==> config.mk <==
export PLATFORM = sky130hd
export DESIGN_NAME = bresenham_line_pixel_generator
export DESIGN_NICKNAME = d
export VERILOG_FILES = /design/src/hw/rtl/brlpg_pkg.sv /design/src/hw/rtl/brlpg_skid.sv /design/src/hw/rtl/bresenham_line_pixel_generator.sv
export SDC_FILE = /design/constraint.sdc
export NUM_CORES = 1
export LEC_CHECK = 0
export BUFFER_PORTS_ARGS = -buffer_cell sky130_fd_sc_hd__buf_2
export CAP_MARGIN = 20
export CORE_UTILIZATION = 40
export CTS_CLUSTER_DIAMETER = 80
export DETAILED_ROUTE_END_ITERATION = 12
export PLACE_DENSITY = 0.65
export SYNTH_ARGS = -nofsm -noshare
export SYNTH_HDL_FRONTEND = slang
export SYNTH_SLANG_ARGS = --single-unit
export TNS_END_PERCENT = 30
==> constraint.sdc <==
create_clock -name clock -period 12.3 [get_ports clock]
set_clock_uncertainty 0.1 [all_clocks]
set_input_delay 1.23 -clock clock [delete_from_list [all_inputs] [get_ports clock]]
set_output_delay 1.23 -clock clock [all_outputs]
set_load 0.1 [all_outputs]
==> src/hw/rtl/brlpg_pkg.sv <==
// Package for the Bresenham line pixel generator.
// Command codes, register indexes, widths and parameter defaults.
// No dependencies.
`timescale 1ns / 1ps

package brlpg_pkg;

   // default parameter values
   localparam int COORD_BITS_DEFAULT = 12;
   localparam int STEP_LIMIT_DEFAULT = 10000;

   // command codes carried in req_tuser
   localparam logic CMD_LOAD = 1'b0;
   localparam logic CMD_STEP = 1'b1;

   // configuration registers
   localparam int CSR_DATA_W  = 12;
   localparam int CSR_INDEX_W = 1;
   localparam logic [CSR_INDEX_W-1:0] CSR_IMAGE_WIDTH  = 1'd0;
   localparam logic [CSR_INDEX_W-1:0] CSR_IMAGE_HEIGHT = 1'd1;
   localparam logic [CSR_DATA_W-1:0]  IMAGE_SIZE_RESET = 12'd256;

   // pixel colour word
   localparam int COLOR_W = 32;

endpackage

==> src/hw/rtl/brlpg_skid.sv <==
// Two-entry output buffer: result register plus skid register.
// Keeps the input side ready while one result waits downstream.
// No package dependencies.
`timescale 1ns / 1ps

module brlpg_skid #(
   parameter int WIDTH = 8
) (
   input  logic             clock,
   input  logic             reset,
   input  logic             in_valid,
   output logic             in_ready,
   input  logic [WIDTH-1:0] in_data,
   output logic             out_valid,
   input  logic             out_ready,
   output logic [WIDTH-1:0] out_data
);

   logic             out_valid_ff, out_valid_in;
   logic             skid_valid_ff, skid_valid_in;
   logic [WIDTH-1:0] out_data_ff, out_data_in;
   logic [WIDTH-1:0] skid_data_ff, skid_data_in;
   logic             push;

   assign in_ready  = !skid_valid_ff;
   assign push      = in_valid && in_ready;
   assign out_valid = out_valid_ff;
   assign out_data  = out_data_ff;

   always_comb begin
      out_valid_in  = out_valid_ff;
      skid_valid_in = skid_valid_ff;
      out_data_in   = out_data_ff;
      skid_data_in  = skid_data_ff;
      if (!out_valid_ff || out_ready) begin
         // output slot frees up: drain skid first, else take new item
         if (skid_valid_ff) begin
            out_data_in   = skid_data_ff;
            out_valid_in  = 1'b1;
            skid_valid_in = 1'b0;
         end else if (push) begin
            out_data_in  = in_data;
            out_valid_in = 1'b1;
         end else begin
            out_valid_in = 1'b0;
         end
      end else if (push) begin
         skid_data_in  = in_data;
         skid_valid_in = 1'b1;
      end
   end

   always_ff @(posedge clock) begin
      if (reset) begin
         out_valid_ff  <= 1'b0;
         skid_valid_ff <= 1'b0;
      end else begin
         out_valid_ff  <= out_valid_in;
         skid_valid_ff <= skid_valid_in;
      end
      out_data_ff  <= out_data_in;
      skid_data_ff <= skid_data_in;
   end

endmodule

==> src/hw/rtl/bresenham_line_pixel_generator.sv <==
// Bresenham line pixel generator, top level.
// Depends on brlpg_pkg and brlpg_skid.
`timescale 1ns / 1ps

// Usage:
//  req_* : command items. tuser = command (load or step). tdata = start_x,
//          start_y, finish_x, finish_y, line_color from the lowest bit up.
//          A load sets up the line and gives no result; a load while busy
//          drops the current line. A step while idle gives nothing.
//  rsp_* : one pixel item per step while busy. tdata = pixel_x, pixel_y,
//          pixel_color; tuser = inside_res; tlast = end point of the line.
//  csr_* : image_width / image_height for the inside test, write only,
//          taken at any edge with csr_wen high.
// Timing: the line state registers update in the cycle an item is taken,
//  and its pixel goes into the result register, or the skid register if
//  that is held. One item per cycle while req_tready is high; the rate is
//  set by the error-term update loop (compares, two adds) on the line state.
// Stall: a two-entry result buffer keeps req_tready high while one pixel
//  waits; req_tready drops only when both entries are full.
// Reset: synchronous, active high; idle, image size 256 x 256, no pixels.
module bresenham_line_pixel_generator #(
   parameter int COORD_BITS = brlpg_pkg::COORD_BITS_DEFAULT,
   parameter int STEP_LIMIT = brlpg_pkg::STEP_LIMIT_DEFAULT,
   localparam int REQ_FIELDS_W = 4 * COORD_BITS + brlpg_pkg::COLOR_W,
   localparam int REQ_TDATA_W  = ((REQ_FIELDS_W + 7) / 8) * 8,
   localparam int RSP_FIELDS_W = 2 * COORD_BITS + brlpg_pkg::COLOR_W,
   localparam int RSP_TDATA_W  = ((RSP_FIELDS_W + 7) / 8) * 8
) (
   input  logic                               clock,
   input  logic                               reset,
   // command channel
   input  logic                               req_tvalid,
   output logic                               req_tready,
   // start_x, start_y, finish_x, finish_y, line_color (low to high)
   input  logic [REQ_TDATA_W-1:0]             req_tdata,
   // command
   input  logic                               req_tuser,
   // pixel channel
   output logic                               rsp_tvalid,
   input  logic                               rsp_tready,
   // pixel_x, pixel_y, pixel_color (low to high)
   output logic [RSP_TDATA_W-1:0]             rsp_tdata,
   // inside_res
   output logic                               rsp_tuser,
   output logic                               rsp_tlast,
   // register writes
   input  logic                               csr_wen,
   input  logic [brlpg_pkg::CSR_INDEX_W-1:0]  csr_index,
   input  logic [brlpg_pkg::CSR_DATA_W-1:0]   csr_wdata
);

   localparam int C      = COORD_BITS;
   localparam int ERR_W  = C + 2;
   localparam int E2_W   = C + 3;
   localparam int SL_W   = $clog2(STEP_LIMIT + 1);
   localparam int CMP_W  = ((C > brlpg_pkg::CSR_DATA_W) ? C : brlpg_pkg::CSR_DATA_W) + 1;
   localparam int SKID_W = RSP_FIELDS_W + 2;

   // configuration
   logic [brlpg_pkg::CSR_DATA_W-1:0] image_width_ff, image_height_ff;

   always_ff @(posedge clock) begin
      if (reset) begin
         image_width_ff  <= brlpg_pkg::IMAGE_SIZE_RESET;
         image_height_ff <= brlpg_pkg::IMAGE_SIZE_RESET;
      end else if (csr_wen) begin
         case (csr_index)
            brlpg_pkg::CSR_IMAGE_WIDTH:  image_width_ff  <= csr_wdata;
            brlpg_pkg::CSR_IMAGE_HEIGHT: image_height_ff <= csr_wdata;
            default: ;
         endcase
      end
   end

   // line state
   logic signed [C-1:0]     cursor_x_ff, cursor_x_in, cursor_y_ff, cursor_y_in;
   logic signed [C-1:0]     target_x_ff, target_x_in, target_y_ff, target_y_in;
   logic [C-1:0]            delta_x_ff, delta_x_in, delta_y_ff, delta_y_in;
   logic                    step_x_neg_ff, step_x_neg_in, step_y_neg_ff, step_y_neg_in;
   logic signed [ERR_W-1:0] error_ff, error_in;
   logic [SL_W-1:0]         steps_left_ff, steps_left_in;
   logic [brlpg_pkg::COLOR_W-1:0] color_ff, color_in;
   logic                    busy_ff, busy_in;

   // item fields
   logic signed [C-1:0] start_x, start_y, finish_x, finish_y;
   logic [brlpg_pkg::COLOR_W-1:0] line_color;

   assign start_x    = req_tdata[C-1:0];
   assign start_y    = req_tdata[2*C-1:C];
   assign finish_x   = req_tdata[3*C-1:2*C];
   assign finish_y   = req_tdata[4*C-1:3*C];
   assign line_color = req_tdata[REQ_FIELDS_W-1:4*C];

   logic accept, produce, at_end;
   logic signed [C:0]      diff_x, diff_y, abs_x, abs_y;
   logic signed [E2_W-1:0] e2, dx_ext, dy_ext, err_wide;
   logic                   move_x, move_y;

   // result
   logic signed [C-1:0] res_x, res_y;
   logic                res_last, res_inside;
   logic [SKID_W-1:0]   res_data, out_data;
   logic                skid_ready;

   assign accept     = req_tvalid && req_tready;
   assign req_tready = skid_ready;
   assign at_end     = (cursor_x_ff == target_x_ff && cursor_y_ff == target_y_ff)
                       || (steps_left_ff == '0);
   assign produce    = accept && (req_tuser == brlpg_pkg::CMD_STEP) && busy_ff;

   // load setup: absolute deltas
   assign diff_x = {finish_x[C-1], finish_x} - {start_x[C-1], start_x};
   assign diff_y = {finish_y[C-1], finish_y} - {start_y[C-1], start_y};
   assign abs_x  = diff_x[C] ? -diff_x : diff_x;
   assign abs_y  = diff_y[C] ? -diff_y : diff_y;

   // step: error term decisions
   assign dx_ext = $signed({3'b000, delta_x_ff});
   assign dy_ext = $signed({3'b000, delta_y_ff});
   assign e2     = {error_ff, 1'b0};
   assign move_x = e2 > -dy_ext;
   assign move_y = e2 < dx_ext;
   assign err_wide = {error_ff[ERR_W-1], error_ff}
                     - (move_x ? dy_ext : '0) + (move_y ? dx_ext : '0);

   always_comb begin
      cursor_x_in   = cursor_x_ff;
      cursor_y_in   = cursor_y_ff;
      target_x_in   = target_x_ff;
      target_y_in   = target_y_ff;
      delta_x_in    = delta_x_ff;
      delta_y_in    = delta_y_ff;
      step_x_neg_in = step_x_neg_ff;
      step_y_neg_in = step_y_neg_ff;
      error_in      = error_ff;
      steps_left_in = steps_left_ff;
      color_in      = color_ff;
      busy_in       = busy_ff;
      if (accept && req_tuser == brlpg_pkg::CMD_LOAD) begin
         cursor_x_in   = start_x;
         cursor_y_in   = start_y;
         target_x_in   = finish_x;
         target_y_in   = finish_y;
         delta_x_in    = abs_x[C-1:0];
         delta_y_in    = abs_y[C-1:0];
         step_x_neg_in = !(start_x < finish_x);
         step_y_neg_in = !(start_y < finish_y);
         error_in      = $signed({2'b00, abs_x[C-1:0]}) - $signed({2'b00, abs_y[C-1:0]});
         steps_left_in = SL_W'(STEP_LIMIT);
         color_in      = line_color;
         busy_in       = 1'b1;
      end else if (produce) begin
         if (at_end) begin
            busy_in = 1'b0;
         end else begin
            if (move_x) begin
               cursor_x_in = step_x_neg_ff ? cursor_x_ff - C'(1) : cursor_x_ff + C'(1);
            end
            if (move_y) begin
               cursor_y_in = step_y_neg_ff ? cursor_y_ff - C'(1) : cursor_y_ff + C'(1);
            end
            error_in      = err_wide[ERR_W-1:0];
            steps_left_in = steps_left_ff - SL_W'(1);
         end
      end
   end

   always_ff @(posedge clock) begin
      if (reset) begin
         cursor_x_ff   <= '0;
         cursor_y_ff   <= '0;
         target_x_ff   <= '0;
         target_y_ff   <= '0;
         delta_x_ff    <= '0;
         delta_y_ff    <= '0;
         step_x_neg_ff <= 1'b0;
         step_y_neg_ff <= 1'b0;
         error_ff      <= '0;
         steps_left_ff <= '0;
         color_ff      <= '0;
         busy_ff       <= 1'b0;
      end else begin
         cursor_x_ff   <= cursor_x_in;
         cursor_y_ff   <= cursor_y_in;
         target_x_ff   <= target_x_in;
         target_y_ff   <= target_y_in;
         delta_x_ff    <= delta_x_in;
         delta_y_ff    <= delta_y_in;
         step_x_neg_ff <= step_x_neg_in;
         step_y_neg_ff <= step_y_neg_in;
         error_ff      <= error_in;
         steps_left_ff <= steps_left_in;
         color_ff      <= color_in;
         busy_ff       <= busy_in;
      end
   end

   // pixel given: end point when finished, else current point
   assign res_x    = at_end ? target_x_ff : cursor_x_ff;
   assign res_y    = at_end ? target_y_ff : cursor_y_ff;
   assign res_last = at_end;

   // inside test, both sides widened unsigned
   assign res_inside = !res_x[C-1] && !res_y[C-1]
      && (CMP_W'($unsigned(res_x)) < CMP_W'(image_width_ff))
      && (CMP_W'($unsigned(res_y)) < CMP_W'(image_height_ff));

   assign res_data = {res_last, res_inside, color_ff, res_y, res_x};

   brlpg_skid #(
      .WIDTH(SKID_W)
   ) u_skid (
      .clock     (clock),
      .reset     (reset),
      .in_valid  (produce),
      .in_ready  (skid_ready),
      .in_data   (res_data),
      .out_valid (rsp_tvalid),
      .out_ready (rsp_tready),
      .out_data  (out_data)
   );

   assign rsp_tdata = RSP_TDATA_W'(out_data[RSP_FIELDS_W-1:0]);
   assign rsp_tuser = out_data[RSP_FIELDS_W];
   assign rsp_tlast = out_data[RSP_FIELDS_W+1];

`ifndef SYNTHESIS
   // pixels come only from an active line
   assert property (@(posedge clock) disable iff (reset) produce |-> busy_ff)
      else $error("pixel produced while idle");

   // the end pixel closes the line
   assert property (@(posedge clock) disable iff (reset)
      (produce && res_last) |=> !busy_ff)
      else $error("line still busy after end pixel");

   // back pressure only with a result on the output
   assert property (@(posedge clock) disable iff (reset) !req_tready |-> rsp_tvalid)
      else $error("input stalled with empty output");

   // step budget never grows past its load value
   assert property (@(posedge clock) disable iff (reset)
      steps_left_ff <= SL_W'(STEP_LIMIT))
      else $error("step budget out of range");
`endif

endmodule
==> results.md <==
- Slew Limit Fails: 0
- Via Count: 13100
- CP peak stage delay: 0.69 ns
- DR WL/cell: 17.8 um
- Power Density: 172 nW/um2
- Netlist cell types: 65
- Cts bufs inserted: 34
- Tightest Pin Transition: 1.08 ns
- Vias per std cell: 5.42
- RSZ-0062 raised after global routing: false
- Fin crit share: 0.499
- Reg2reg path depth: 25
- Power share of the clock group: 0.337
- Worst setup margin: 6.16 ns
- Leak pwr: 7.96 nW
- First-pass GRT wire length: 67300 um
- H-tree levels: 2
- P_sw: 0.00109 W
- Reg2Reg Setup Slack: 6.16 ns
- Residual DRC: 0
- DRT iter0 DRCs: 747
- Fin crit period: 6.14 ns
- WP data arrival: 6.45 ns
- Worst Hold Path EP: u_skid.skid_data_ff[50]
- Largest net degree at the start of global routing: 85
- Core Rows: 73
- Setup Fix Bufs, Post-CTS: 0
- Die Wd: 203 um
- Dpl cells: 2351
- Setup CP Type: reg2reg
- # clock sinks: 277
- Final Hold Fails: 0
- RR Endpoint: error_ff[13]
- Max Root-Sink Buffers: 3
- GP Congestion: 0.891
- Post-synth ARST share: 0
- WP depth: 25
- Syn Std Cell Area: 16100 um2
- Resized cells post-CTS: 0
- Worst slack at placement: 6.05 ns
- Buffers plus inverters on the worst setup path: 1
- Gr usage total: 0.206
- CTS root buffer: clkbuf_16
- Clock latency on the worst-skew pair: 0.52 ns
- Port bufs: 158
- Initial antenna violation count: 8
- F_max: 0.163 GHz
- Die Area: 41200 um2
- Reg power frac: 0.327
- Die height: 203 um
- Power Internal: 0.00211 W
- Core area: 39700 um2
- Sw Ratio: 0.341
- Maxcap violations: 0
- Most used cell, CP: a21oi_1
- Crit Reg-Reg Startpoint: delta_y_ff[2]
- Crit-path max FO: 13
- CP top delay family: compound AO/OA/AOI/OAI gates
- Initial Util: 0.406
- Layout cell share with drive strength beyond 1: 0.170
- Non-filler cells, final: 2416
- Io pins: 159
- Worst VDD drop: 98.0 uV
- Total wire length: 42900 um
- Top_reg_cell synth: dfxtp_1
- Crit path from: delta_y_ff[2]
- Slowest cell on the critical path: a21oi_1
- Overflow after GRT: 0
- Layout area overhead: 15.7%
- Fin Setup TNS: 0 ns
- Synth Register Bits: 277
- EDFF count, synth: 116
- Syn Nets: 1964
- Min-delay src: color_ff[26]
- CP Capture Type: flop
- Number of global-route vias before repair: 12600
- DRT antenna net count: 0
- Status: finished, final reports clean
- CTS tree: done
- Headroom to the max-slew limit: 0.275
- Sequential cell area fraction in the yosys report: 0.415
- DP HPWL: 31300 um
- Clock Pin Slew Worst Setup and Hold Paths: 0.06 ns
- Net count reported at finish: 2102
- Gate Count Post-Synth: 1724
- Min-delay worst type: reg2reg
- Combinational Power Share: 0.335
- 1st-pass router iterations: 5
- Hold buffer count at cts: 0
- Critical Path RT: 12.61 ns
- Syn avg cell area: 9.36 um2
- Startpoint class of the critical path: flop
- Hold-critical path depth: 0
- Synth warn: 0
- Final setup violation count: 0
## cell usage in the layout (no fill, tap or decap), drive strengths merged, types with 6 or more instances in the layout
master	instances
nand4	17
a21oi	154
a31oi	13
and3	6
dfxtp	161
nor2b	16
and2	19
bufinv	6
clkbuf	45
a211oi	37
xor2	57
mux2	81
nand3	25
mux2i	8
o21ai	40
a311oi	6
o221ai	7
a22oi	8
ha	124
buf	170
nor4	17
fa	17
nor2	98
nor3	36
xnor2	54
or3	9
a21o	35
edfxtp	116
inv	143
nand2b	11
o211a	8
o21a	9
nand2	255
## how the worst max path moves through the flow
stage | endpoint | slack [ns]
6_report | error_ff[13] | 6.16
5_1_grt | error_ff[13] | 5.78
4_1_cts | error_ff[13] | 6.25
3_5_place_dp | error_ff[10] | 6.05
3_3_place_gp | error_ff[10] | 6.22
2_1_floorplan | error_ff[10] | 6.92
## cells by family after synthesis
kind of cell	count (synthesis)	synth area share
DFF	277	0.415
and+or+nand+nor	527	0.147
muxes	89	0.0617
adders and majority gates	141	0.117
buffers and inverters	208	0.0491
xor gates and xnor gates	111	0.0602
AOI/OAI and AO/OA	371	0.149
## power by group through the flow
stage                     clock, W  combinational, W  sequential [W]
after floorplan                  0          0.000776         0.00108
after global placement           0           0.00104         0.00107
after detailed placement         0           0.00106         0.00107
after CTS                  0.00110           0.00107         0.00105
after global routing       0.00114           0.00119         0.00105
final                      0.00108           0.00107         0.00105
## cell usage after synthesis, drive strengths merged, types with 3 or more instances
library cell | number | share of area
a21oi | 154 | 0.048
dfxtp | 161 | 0.20
a31oi | 13 | 0.0050
a31o | 3 | 0.0016
buf | 10 | 0.0031
nor3 | 36 | 0.011
ha | 124 | 0.096
a311oi | 6 | 0.0033
nand3 | 25 | 0.0078
xor2 | 57 | 0.031
o311a | 5 | 0.0031
o31ai | 5 | 0.0023
or3 | 9 | 0.0035
a22oi | 8 | 0.0037
a2111oi | 5 | 0.0027
o21a | 9 | 0.0042
and4 | 4 | 0.0022
nand2 | 255 | 0.059
o21ai | 40 | 0.012
and3 | 6 | 0.0023
nor2b | 16 | 0.0062
nor2 | 98 | 0.023
a41oi | 4 | 0.0022
and2 | 19 | 0.0074
xnor2 | 54 | 0.029
nand4 | 17 | 0.0066
or4 | 5 | 0.0026
o311ai | 4 | 0.0022
mux2 | 81 | 0.057
fa | 17 | 0.021
a21o | 35 | 0.016
inv | 140 | 0.033
o21bai | 4 | 0.0019
clkbuf | 58 | 0.013
o211ai | 5 | 0.0023
o221ai | 7 | 0.0038
edfxtp | 116 | 0.22
a211oi | 37 | 0.018
nand3b | 5 | 0.0023
nand2b | 11 | 0.0043
nor4 | 17 | 0.0066
o41ai | 4 | 0.0022
o211a | 8 | 0.0050
mux2i | 8 | 0.0052
## metal layers
metal,global-route usage,vias to the layer above,share of wire
met3,0.0406,95,0.068
met5,0,-,0.0011
met1,0.275,6214,0.45
li1,-,6382,-
met4,0.0819,8,0.034
met2,0.325,390,0.44
## state kept, by name, indices dropped and copies added (netlist names)
signal / cells
busy_ff: 1
color_ff: 32
cursor_x_ff: 12
cursor_y_ff: 12
delta_x_ff: 12
delta_y_ff: 12
error_ff: 14
image_height_ff: 12
image_width_ff: 12
step_x_neg_ff: 1
step_y_neg_ff: 1
steps_left_ff: 14
target_x_ff: 12
target_y_ff: 12
u_skid.out_data: 58
u_skid.out_valid: 1
u_skid.skid_data_ff: 58
u_skid.skid_valid_ff: 1
## worst reg2reg max path, delay by kind of cell, from the launching register on
| family | cells | cell delay (ns) |
|---|---|---|
| adder cells (fa/ha/maj) | 3 | 1.00 |
| XOR/XNOR | 1 | 0.11 |
| buffers and inverters | 1 | 0.09 |
| AO/OA/AOI/OAI | 9 | 2.29 |
| multiplexers | 1 | 0.10 |
| AND/OR/NAND/NOR | 10 | 1.95 |
| flip-flops | 1 | 0.36 |
## layout make-up
cell class,instances,area (um2)
Fill cell,3724,21100
Multi-Input combinational cell,1239,8680
Sequential cell,277,6710
Clock buffer,45,963
Timing Repair Buffer,170,883
Tap cell,525,657
Inverter,140,526
Clock inverter,16,250
Antenna cell,4,10.0
## per-stage QoR
| stage | hold slack (ns) | util | total power [W] | instance area [um2] |
|---|---|---|---|---|
| final | 0.353 | 0.470 | 0.00320 | 18700 |
| after detailed placement | 0.341 | 0.439 | 0.00213 | 17500 |
| after floorplan | 0.326 | - | 0.00186 | 16100 |
| after global placement | 0.333 | 0.439 | 0.00210 | 17500 |
| after CTS | 0.353 | 0.470 | 0.00322 | 18700 |
| after global routing | 0.362 | 0.470 | 0.00338 | 18700 |
Note: power is estimated with default switching activity, not from simulation.
